===== config.mk =====
export PLATFORM = sky130hd
export DESIGN_NAME = utf8_stream_validator_core
export DESIGN_NICKNAME = d
export VERILOG_FILES = /design/src/design/usv_pkg.sv /design/src/design/utf8_stream_validator_core.sv /design/src/design/usv_queue.sv /design/src/design/usv_front.sv /design/src/design/usv_back.sv
export SDC_FILE = /design/constraint.sdc
export NUM_CORES = 1
export LEC_CHECK = 0
export BUFFER_PORTS_ARGS = -buffer_cell sky130_fd_sc_hd__buf_2
export CAP_MARGIN = 20
export CORE_ASPECT_RATIO = 0.7
export CORE_MARGIN = 4
export CORE_UTILIZATION = 59
export CTS_BUF_LIST = sky130_fd_sc_hd__clkbuf_16
export DETAILED_ROUTE_END_ITERATION = 8
export PLACE_DENSITY = 0.79
export SYNTH_ARGS = -nofsm -noshare
export SYNTH_HDL_FRONTEND = slang
export SYNTH_SLANG_ARGS = --single-unit

===== constraint.sdc =====
create_clock -name clk -period 3.1 [get_ports clk]
set_input_delay 0.62 -clock clk [delete_from_list [all_inputs] [get_ports clk]]
set_output_delay 0.62 -clock clk [all_outputs]
set_load 0.005 [all_outputs]

===== src/design/usv_pkg.sv =====
// shared types, constants and byte classification for the utf-8 stream validator
// no dependencies; imported by the front, back and top modules of the block
package usv_pkg;

  // default cap on the symbol count, before clipping to the field width
  localparam longint unsigned USV_MAX_MESSAGE_BYTES = 64'd65536;

  // field widths
  localparam int unsigned BYTE_W  = 8;
  localparam int unsigned COUNT_W = 17;

  // largest value the symbol count field can hold
  localparam longint unsigned COUNT_FIELD_MAX = 64'h1FFFF;

  // depth of the queues between stages
  localparam int unsigned QUEUE_DEPTH = 2;

  // byte masks and patterns
  localparam logic [BYTE_W-1:0] MASK_1 = 8'h80;
  localparam logic [BYTE_W-1:0] MASK_2 = 8'hE0;
  localparam logic [BYTE_W-1:0] MASK_3 = 8'hF0;
  localparam logic [BYTE_W-1:0] MASK_4 = 8'hF8;
  localparam logic [BYTE_W-1:0] MASK_C = 8'hC0;
  localparam logic [BYTE_W-1:0] PAT_1  = 8'h00;
  localparam logic [BYTE_W-1:0] PAT_2  = 8'hC0;
  localparam logic [BYTE_W-1:0] PAT_3  = 8'hE0;
  localparam logic [BYTE_W-1:0] PAT_4  = 8'hF0;
  localparam logic [BYTE_W-1:0] PAT_C  = 8'h80;

  // result status codes
  typedef enum logic [1:0] {
    STATUS_VALID     = 2'd0,
    STATUS_BAD_LEAD  = 2'd1,
    STATUS_BAD_CONT  = 2'd2,
    STATUS_TRUNCATED = 2'd3
  } status_t;

  // classified byte handed from front to back
  typedef struct packed {
    logic       lead_bad;     // not a legal lead byte
    logic [1:0] lead_follow;  // continuation bytes owed after this lead
    logic       cont_ok;      // byte has the form 10xxxxxx
    logic       last;         // final byte of the message
  } byte_class_t;

  // one result item
  typedef struct packed {
    status_t              status;
    logic [COUNT_W-1:0]   symbol_count;
  } result_t;

  // classify one byte by its top bits
  function automatic byte_class_t classify(input logic [BYTE_W-1:0] b, input logic last);
    byte_class_t c;
    c.lead_bad    = 1'b0;
    c.lead_follow = 2'd0;
    c.cont_ok     = ((b & MASK_C) == PAT_C);
    c.last        = last;
    if ((b & MASK_1) == PAT_1) begin
      c.lead_follow = 2'd0;
    end else if ((b & MASK_2) == PAT_2) begin
      c.lead_follow = 2'd1;
    end else if ((b & MASK_3) == PAT_3) begin
      c.lead_follow = 2'd2;
    end else if ((b & MASK_4) == PAT_4) begin
      c.lead_follow = 2'd3;
    end else begin
      c.lead_bad = 1'b1;
    end
    return c;
  endfunction

endpackage


===== src/design/utf8_stream_validator_core.sv =====
// UTF-8 stream validator. Bytes of a message enter one per cycle through a queue-style
// push/full port, the final byte marked by in_end_of_message; on that byte one result
// (status and count of complete symbols before the end or first error) appears on the
// pop/empty port. A byte is accepted every cycle as long as results are popped; a
// transfer passes from push to result through the front classification register,
// the two-entry queue to the state-tracking back stage, and the two-entry result queue.
// The back stage holds a final byte only while the result queue is full.
// Overlong and surrogate forms are not rejected; the symbol count saturates at
// MAX_MESSAGE_BYTES or 131071, whichever is smaller.
module utf8_stream_validator_core import usv_pkg::*; #(
  parameter longint unsigned MAX_MESSAGE_BYTES = USV_MAX_MESSAGE_BYTES
) (
  input  logic               clk,
  input  logic               rst_n,
  input  logic               in_push,
  input  logic [BYTE_W-1:0]  in_data_byte,
  input  logic               in_end_of_message,
  output logic               in_full,
  input  logic               out_pop,
  output logic               out_empty,
  output logic [1:0]         out_status,
  output logic [COUNT_W-1:0] out_symbol_count
);

  localparam int unsigned CLS_W = $bits(byte_class_t);
  localparam int unsigned RES_W = $bits(result_t);

  logic        fr_valid;
  byte_class_t fr_data;
  logic        mid_full, mid_empty, mid_pop;
  logic [CLS_W-1:0] mid_data;
  byte_class_t mid_cls;
  logic        res_push, res_full;
  result_t     res_in, res_out;
  logic [RES_W-1:0] res_out_bits;

  // byte classification
  usv_front u_front (
    .clk               (clk),
    .rst_n             (rst_n),
    .in_push           (in_push),
    .in_data_byte      (in_data_byte),
    .in_end_of_message (in_end_of_message),
    .in_full           (in_full),
    .cls_valid         (fr_valid),
    .cls_data          (fr_data),
    .cls_full          (mid_full)
  );

  // queue between front and back
  usv_queue #(
    .DATA_W (CLS_W),
    .DEPTH  (QUEUE_DEPTH)
  ) u_mid_q (
    .clk       (clk),
    .rst_n     (rst_n),
    .push      (fr_valid),
    .push_data (fr_data),
    .full      (mid_full),
    .pop       (mid_pop),
    .pop_data  (mid_data),
    .empty     (mid_empty)
  );

  assign mid_cls = byte_class_t'(mid_data);

  // sequence state and result generation
  usv_back #(
    .MAX_MESSAGE_BYTES (MAX_MESSAGE_BYTES)
  ) u_back (
    .clk       (clk),
    .rst_n     (rst_n),
    .cls_empty (mid_empty),
    .cls_data  (mid_cls),
    .cls_pop   (mid_pop),
    .res_push  (res_push),
    .res_data  (res_in),
    .res_full  (res_full)
  );

  // result queue
  usv_queue #(
    .DATA_W (RES_W),
    .DEPTH  (QUEUE_DEPTH)
  ) u_res_q (
    .clk       (clk),
    .rst_n     (rst_n),
    .push      (res_push),
    .push_data (res_in),
    .full      (res_full),
    .pop       (out_pop),
    .pop_data  (res_out_bits),
    .empty     (out_empty)
  );

  assign res_out          = result_t'(res_out_bits);
  assign out_status       = res_out.status;
  assign out_symbol_count = res_out.symbol_count;

endmodule


===== src/design/usv_queue.sv =====
// small first-in first-out queue with full and empty flags
// depends on nothing but its parameters; used between front, back and output
module usv_queue #(
  parameter int unsigned DATA_W = 8,
  parameter int unsigned DEPTH  = 2
) (
  input  logic              clk,
  input  logic              rst_n,
  input  logic              push,
  input  logic [DATA_W-1:0] push_data,
  output logic              full,
  input  logic              pop,
  output logic [DATA_W-1:0] pop_data,
  output logic              empty
);

  localparam int unsigned PTR_W = (DEPTH > 1) ? $clog2(DEPTH) : 1;
  localparam int unsigned CNT_W = $clog2(DEPTH + 1);

  logic [DATA_W-1:0] mem [DEPTH];
  logic [PTR_W-1:0]  wr_ptr_r, wr_ptr_nxt;
  logic [PTR_W-1:0]  rd_ptr_r, rd_ptr_nxt;
  logic [CNT_W-1:0]  cnt_r, cnt_nxt;
  logic              do_push, do_pop;

  assign full     = (cnt_r == CNT_W'(DEPTH));
  assign empty    = (cnt_r == '0);
  assign do_push  = push && !full;
  assign do_pop   = pop && !empty;
  assign pop_data = mem[rd_ptr_r];

  // pointer and fill count update
  always_comb begin
    wr_ptr_nxt = wr_ptr_r;
    rd_ptr_nxt = rd_ptr_r;
    cnt_nxt    = cnt_r;
    if (do_push) begin
      wr_ptr_nxt = (wr_ptr_r == PTR_W'(DEPTH - 1)) ? '0 : wr_ptr_r + PTR_W'(1);
    end
    if (do_pop) begin
      rd_ptr_nxt = (rd_ptr_r == PTR_W'(DEPTH - 1)) ? '0 : rd_ptr_r + PTR_W'(1);
    end
    if (do_push && !do_pop) begin
      cnt_nxt = cnt_r + CNT_W'(1);
    end else if (do_pop && !do_push) begin
      cnt_nxt = cnt_r - CNT_W'(1);
    end
  end

  always_ff @(posedge clk) begin
    if (!rst_n) begin
      wr_ptr_r <= '0;
      rd_ptr_r <= '0;
      cnt_r    <= '0;
    end else begin
      wr_ptr_r <= wr_ptr_nxt;
      rd_ptr_r <= rd_ptr_nxt;
      cnt_r    <= cnt_nxt;
    end
  end

  // storage write
  always_ff @(posedge clk) begin
    if (do_push) begin
      mem[wr_ptr_r] <= push_data;
    end
  end

endmodule


===== src/design/usv_front.sv =====
// front stage: takes raw bytes and registers their classification
// depends on usv_pkg for the classification function and byte_class_t
module usv_front import usv_pkg::*; (
  input  logic              clk,
  input  logic              rst_n,
  input  logic              in_push,
  input  logic [BYTE_W-1:0] in_data_byte,
  input  logic              in_end_of_message,
  output logic              in_full,
  output logic              cls_valid,
  output byte_class_t       cls_data,
  input  logic              cls_full
);

  logic        vld_r, vld_nxt;
  byte_class_t cls_r, cls_nxt;
  logic        advance;

  // stage moves when empty or its item is taken downstream
  assign advance   = !vld_r || !cls_full;
  assign in_full   = !advance;
  assign cls_valid = vld_r;
  assign cls_data  = cls_r;

  always_comb begin
    vld_nxt = vld_r;
    cls_nxt = cls_r;
    if (advance) begin
      vld_nxt = in_push;
      cls_nxt = classify(in_data_byte, in_end_of_message);
    end
  end

  always_ff @(posedge clk) begin
    if (!rst_n) begin
      vld_r <= 1'b0;
    end else begin
      vld_r <= vld_nxt;
    end
  end

  always_ff @(posedge clk) begin
    cls_r <= cls_nxt;
  end

endmodule


===== src/design/usv_back.sv =====
// back stage: tracks sequence state and symbol count, emits one result per message
// depends on usv_pkg for byte_class_t, result_t and status codes
module usv_back import usv_pkg::*; #(
  parameter longint unsigned MAX_MESSAGE_BYTES = USV_MAX_MESSAGE_BYTES
) (
  input  logic        clk,
  input  logic        rst_n,
  input  logic        cls_empty,
  input  byte_class_t cls_data,
  output logic        cls_pop,
  output logic        res_push,
  output result_t     res_data,
  input  logic        res_full
);

  localparam logic [COUNT_W-1:0] COUNT_CAP = (MAX_MESSAGE_BYTES > COUNT_FIELD_MAX) ?
      COUNT_W'(COUNT_FIELD_MAX) : COUNT_W'(MAX_MESSAGE_BYTES);

  logic [1:0]         expect_r, expect_nxt;
  logic [COUNT_W-1:0] count_r, count_nxt;
  status_t            err_r, err_nxt;
  logic [1:0]         exp_upd;
  logic [COUNT_W-1:0] cnt_upd;
  status_t            err_upd;
  logic               count_one;

  // a final byte waits until the result queue has room
  assign cls_pop = !cls_empty && (!cls_data.last || !res_full);

  // sequence tracking per transfer
  always_comb begin
    exp_upd   = expect_r;
    err_upd   = err_r;
    count_one = 1'b0;
    if (err_r == STATUS_VALID) begin
      if (expect_r == 2'd0) begin
        if (cls_data.lead_bad || cls_data.cont_ok) begin
          err_upd = STATUS_BAD_LEAD;
        end else if (cls_data.lead_follow == 2'd0) begin
          count_one = 1'b1;
        end else begin
          exp_upd = cls_data.lead_follow;
        end
      end else if (cls_data.cont_ok) begin
        exp_upd   = expect_r - 2'd1;
        count_one = (expect_r == 2'd1);
      end else begin
        err_upd = STATUS_BAD_CONT;
      end
    end
    cnt_upd = (count_one && (count_r < COUNT_CAP)) ? count_r + COUNT_W'(1) : count_r;
  end

  // result on the final byte, then state returns to reset
  always_comb begin
    expect_nxt            = expect_r;
    count_nxt             = count_r;
    err_nxt               = err_r;
    res_push              = 1'b0;
    res_data.symbol_count = cnt_upd;
    if (err_upd != STATUS_VALID) begin
      res_data.status = err_upd;
    end else if (exp_upd != 2'd0) begin
      res_data.status = STATUS_TRUNCATED;
    end else begin
      res_data.status = STATUS_VALID;
    end
    if (cls_pop) begin
      if (cls_data.last) begin
        res_push   = 1'b1;
        expect_nxt = 2'd0;
        count_nxt  = '0;
        err_nxt    = STATUS_VALID;
      end else begin
        expect_nxt = exp_upd;
        count_nxt  = cnt_upd;
        err_nxt    = err_upd;
      end
    end
  end

  always_ff @(posedge clk) begin
    if (!rst_n) begin
      expect_r <= 2'd0;
      count_r  <= '0;
      err_r    <= STATUS_VALID;
    end else begin
      expect_r <= expect_nxt;
      count_r  <= count_nxt;
      err_r    <= err_nxt;
    end
  end

endmodule


==> results.py <==
metrics = {
    "logic_synthesis": {
        "synth_top_cell_by_area": "edfxtp_1",
        "syn-cell-area_um2": 3990,
        "synth_top_family_by_area": "simple AND/OR/NAND/NOR gates",
        "synth-compound-area-share_pct": 9.73,
        "synth_edf_count": 53,
        "synthAdderAreaFrac_pct": 1.57,
        "synth_mux_area_share_pct": 7.50,
        "postSynth.asyncResetShare_pct": 0,
        "synthSimpleGateAreaFrac_pct": 17.6,
        "ys_seq_area_share_pct": 56.0,
        "yosys.area_share.xor_xnor_pct": 4.61,
        "synth_top_area_share_pct": 39.9,
        "yosys_warnings": 0,
        "ys_ff_latch": 85,
        "syn_inst": 344,
        "yosys-top-cells-area": "edfxtp_1 (40%), dfxtp_1 (16%), mux2_2 (5.9%), nand2_1 (2.6%), xnor2_1 (2.4%)",
        "syn-num-nets": 362,
        "ys_types": 62,
        "syn_area_per_cell_um2": 11.6,
        "synth-main-ff-cell": "edfxtp_1",
    },
    "floorplan": {
        "coreArea_um2": 6400,
        "die_area_um2": 8160,
        "die_w_um": 106,
        "die_h_um": 76.8,
        "pin_count": 34,
        "start_util_pct": 62.3,
        "rows": 24,
    },
    "critical_path": {
        "critPathMaxStageDelay_ps": 470,
        "worst_setup_path_end_kind": "register",
        "cp_max_fo": 19,
        "startpoint_type": "register",
        "crit_family": "simple AND/OR/NAND/NOR gates",
        "critPathRequiredTime_ps": 3170,
        "cp_data_arrival_time_ps": 2810,
        "path_class": "register to register",
        "cp_cell_sequence": "inv_1 > ha_1 > nor2_1 > nor4_1 > nand3_2 > nor4_2 > xor2_1",
        "cpMaxStageDelayCell": "nor4_1",
        "cp_num_buf_inv": 1,
    },
    "layout": {
        "final_util_pct": 70.6,
        "final_cell_mix": "edfxtp_1 (53), dfxtp_1 (32), buf_2 (30), nand2_1 (28), nor2_1 (25)",
        "nets": 389,
        "diodes": 0,
        "layout_commonest_cell": "edfxtp_1",
        "syn2layout_area_growth_pct": 13.2,
        "fill_cells": 465,
        "layout-drive-gt1-share_pct": 22.1,
    },
    "detailed_routing": {
        "route.detailed.drc": 0,
        "drtAntennaViolNets": 0,
        "wl_um": 7880,
        "wire_per_inst_um": 16.9,
        "vias": 2760,
        "drtPass1Iterations": 4,
        "drt_iter0_drc": 255,
        "vias_per_cell": 5.91,
    },
    "min_path": {
        "worstHoldPathType": "register to register",
    },
    "timing": {
        "slew_violations": 0,
        "worstMarginPinSlew_ps": 898,
        "tns_ps": 0,
        "period_needed_ps": 2730,
        "fin_ws_ps": 366,
        "rsz0062_at_grt": "false",
        "finClkSkew_ps": 9.21,
        "relSlewSlack_pct": 40.1,
        "fin_crit_sh_pct": 88.2,
        "clock.fmax_ghz": 0.366,
        "hold_viol": 0,
        "setup_viol": 0,
    },
    "grt": {
        "gr-usage-all-layers_pct": 20.8,
        "grt-ovfl-total": 0,
        "grt_pass1_wl_um": 13400,
        "grt_pass1_vias": 2687,
        "antenna_found_initial": 0,
        "grt_start_max_net_pins": 21,
    },
    "outcome": {
        "status": "finished, final reports clean",
    },
    "placement": {
        "dp_slack_ps": 423,
        "io_buffers": 30,
        "dp_hpwl_um": 5100,
        "globalplace.congestion": 0.820,
    },
    "power_and_ir_drop": {
        "powerDensity_nw_per_um2": 779,
        "leakagePower_uw": 0.00167,
        "peakVddDrop_mv": 0.494,
    },
    "cts": {
        "clock_path_buffers": 2,
        "clock_latency_ps": 340,
        "path_clk_slew_ps": 60,
        "cts_hold_buf": 0,
        "cts_buffers": 9,
        "h-tree-depth": 3,
        "cts_num_sinks": 85,
        "cts_root_buffer": "clkbuf_16",
        "cts_tree": "yes",
        "cts_resized": 0,
        "cts_setup_buffers": 0,
    },
    "run": {
        "drv_cap": 0,
    },
}
==> power breakdown <==
part | total, uW | internal, uW | switching, uW
clock | 1150 | 709 | 443
combinational | 866 | 393 | 473
sequential | 1500 | 1390 | 113
total | 3520 | 2490 | 1030
==> cell type report <==
type	count	area, um^2	share of cell area, %
Timing Repair Buffer	34	180	3.99
Tap cell	91	114	2.52
Sequential cell	85	2230	49.5
Clock inverter	7	97.6	2.16
Multi-Input combinational cell	235	1640	36.4
Clock buffer	9	225	4.99
Inverter	6	22.5	0.499
==> worst paths after layout <==
check,startpoint,to,slack (ps),cells after the start
worst max-delay path,u_back.expect_r[0],u_res_q.mem[0][9],370,7
worst min-delay path,u_front.cls_data[3],u_mid_q.mem[0][3],450,0
worst max register to register,u_back.expect_r[0],u_res_q.mem[0][9],370,7
worst min register to register,u_front.cls_data[3],u_mid_q.mem[0][3],450,0
==> per-layer routing <==
| layer | vias up | routed length, um | part of all wire (%) | track usage (%) |
|---|---|---|---|---|
| li1 | 1336 | - | - | - |
| met1 | 1326 | 3610 | 46 | 28.4 |
| met2 | 92 | 3640 | 46 | 32.9 |
| met3 | 6 | 574 | 7.3 | 5.62 |
| met4 | 0 | 51 | 0.65 | 5.56 |
| met5 | - | 0 | 0 | 0 |
==> per-stage QoR <==
step	hold slack [ps]	total power (uW)	cells	instance area, um^2
finish	452	3520	467	4510
global route	446	3700	467	4510
CTS	446	3530	467	4510
detailed placement	437	2380	451	4190
global placement	426	2340	451	4190
floorplan	421	2120	344	3990
==> synthesized netlist by cell type, types with 3 or more instances <==
library cell   n
a21oi_1        6
nor3_1         4
or2_2          3
dfxtp_1       32
mux2_2        21
nand3_1       18
nand4_1        4
or4_1          5
nand2_1       28
nor4_1         6
inv_1          6
mux2i_1        4
buf_2          8
and3_1         4
and2_1        11
xnor2_1       11
edfxtp_1      53
ha_1           5
clkbuf_1       5
o22a_1         3
xor2_1        10
o21a_1         3
or3_1          3
o21ai_0        7
nand2b_1       4
a21boi_0       3
o211ai_1       6
nor2_1        25
==> cells by family after synthesis <==
group                      Yosys count
and+or+nand+nor                    130
adders and majority gates            5
AOI/OAI and AO/OA                   53
xor gates and xnor gates            21
muxes                               26
DFF                                 85
buffers and inverters               24
==> registers in the layout, summed over array words and instances, names as in the netlist, 2 cells and up, named ones only <==
name / flops
u_res_q.cnt_r: 2
u_front.cls_data: 5
u_mid_q.mem: 10
u_back.err_r: 2
u_back.expect_r: 2
u_mid_q.cnt_r: 2
u_back.count_r: 17
u_res_q.mem: 38
(Power assumes the default switching activity.)
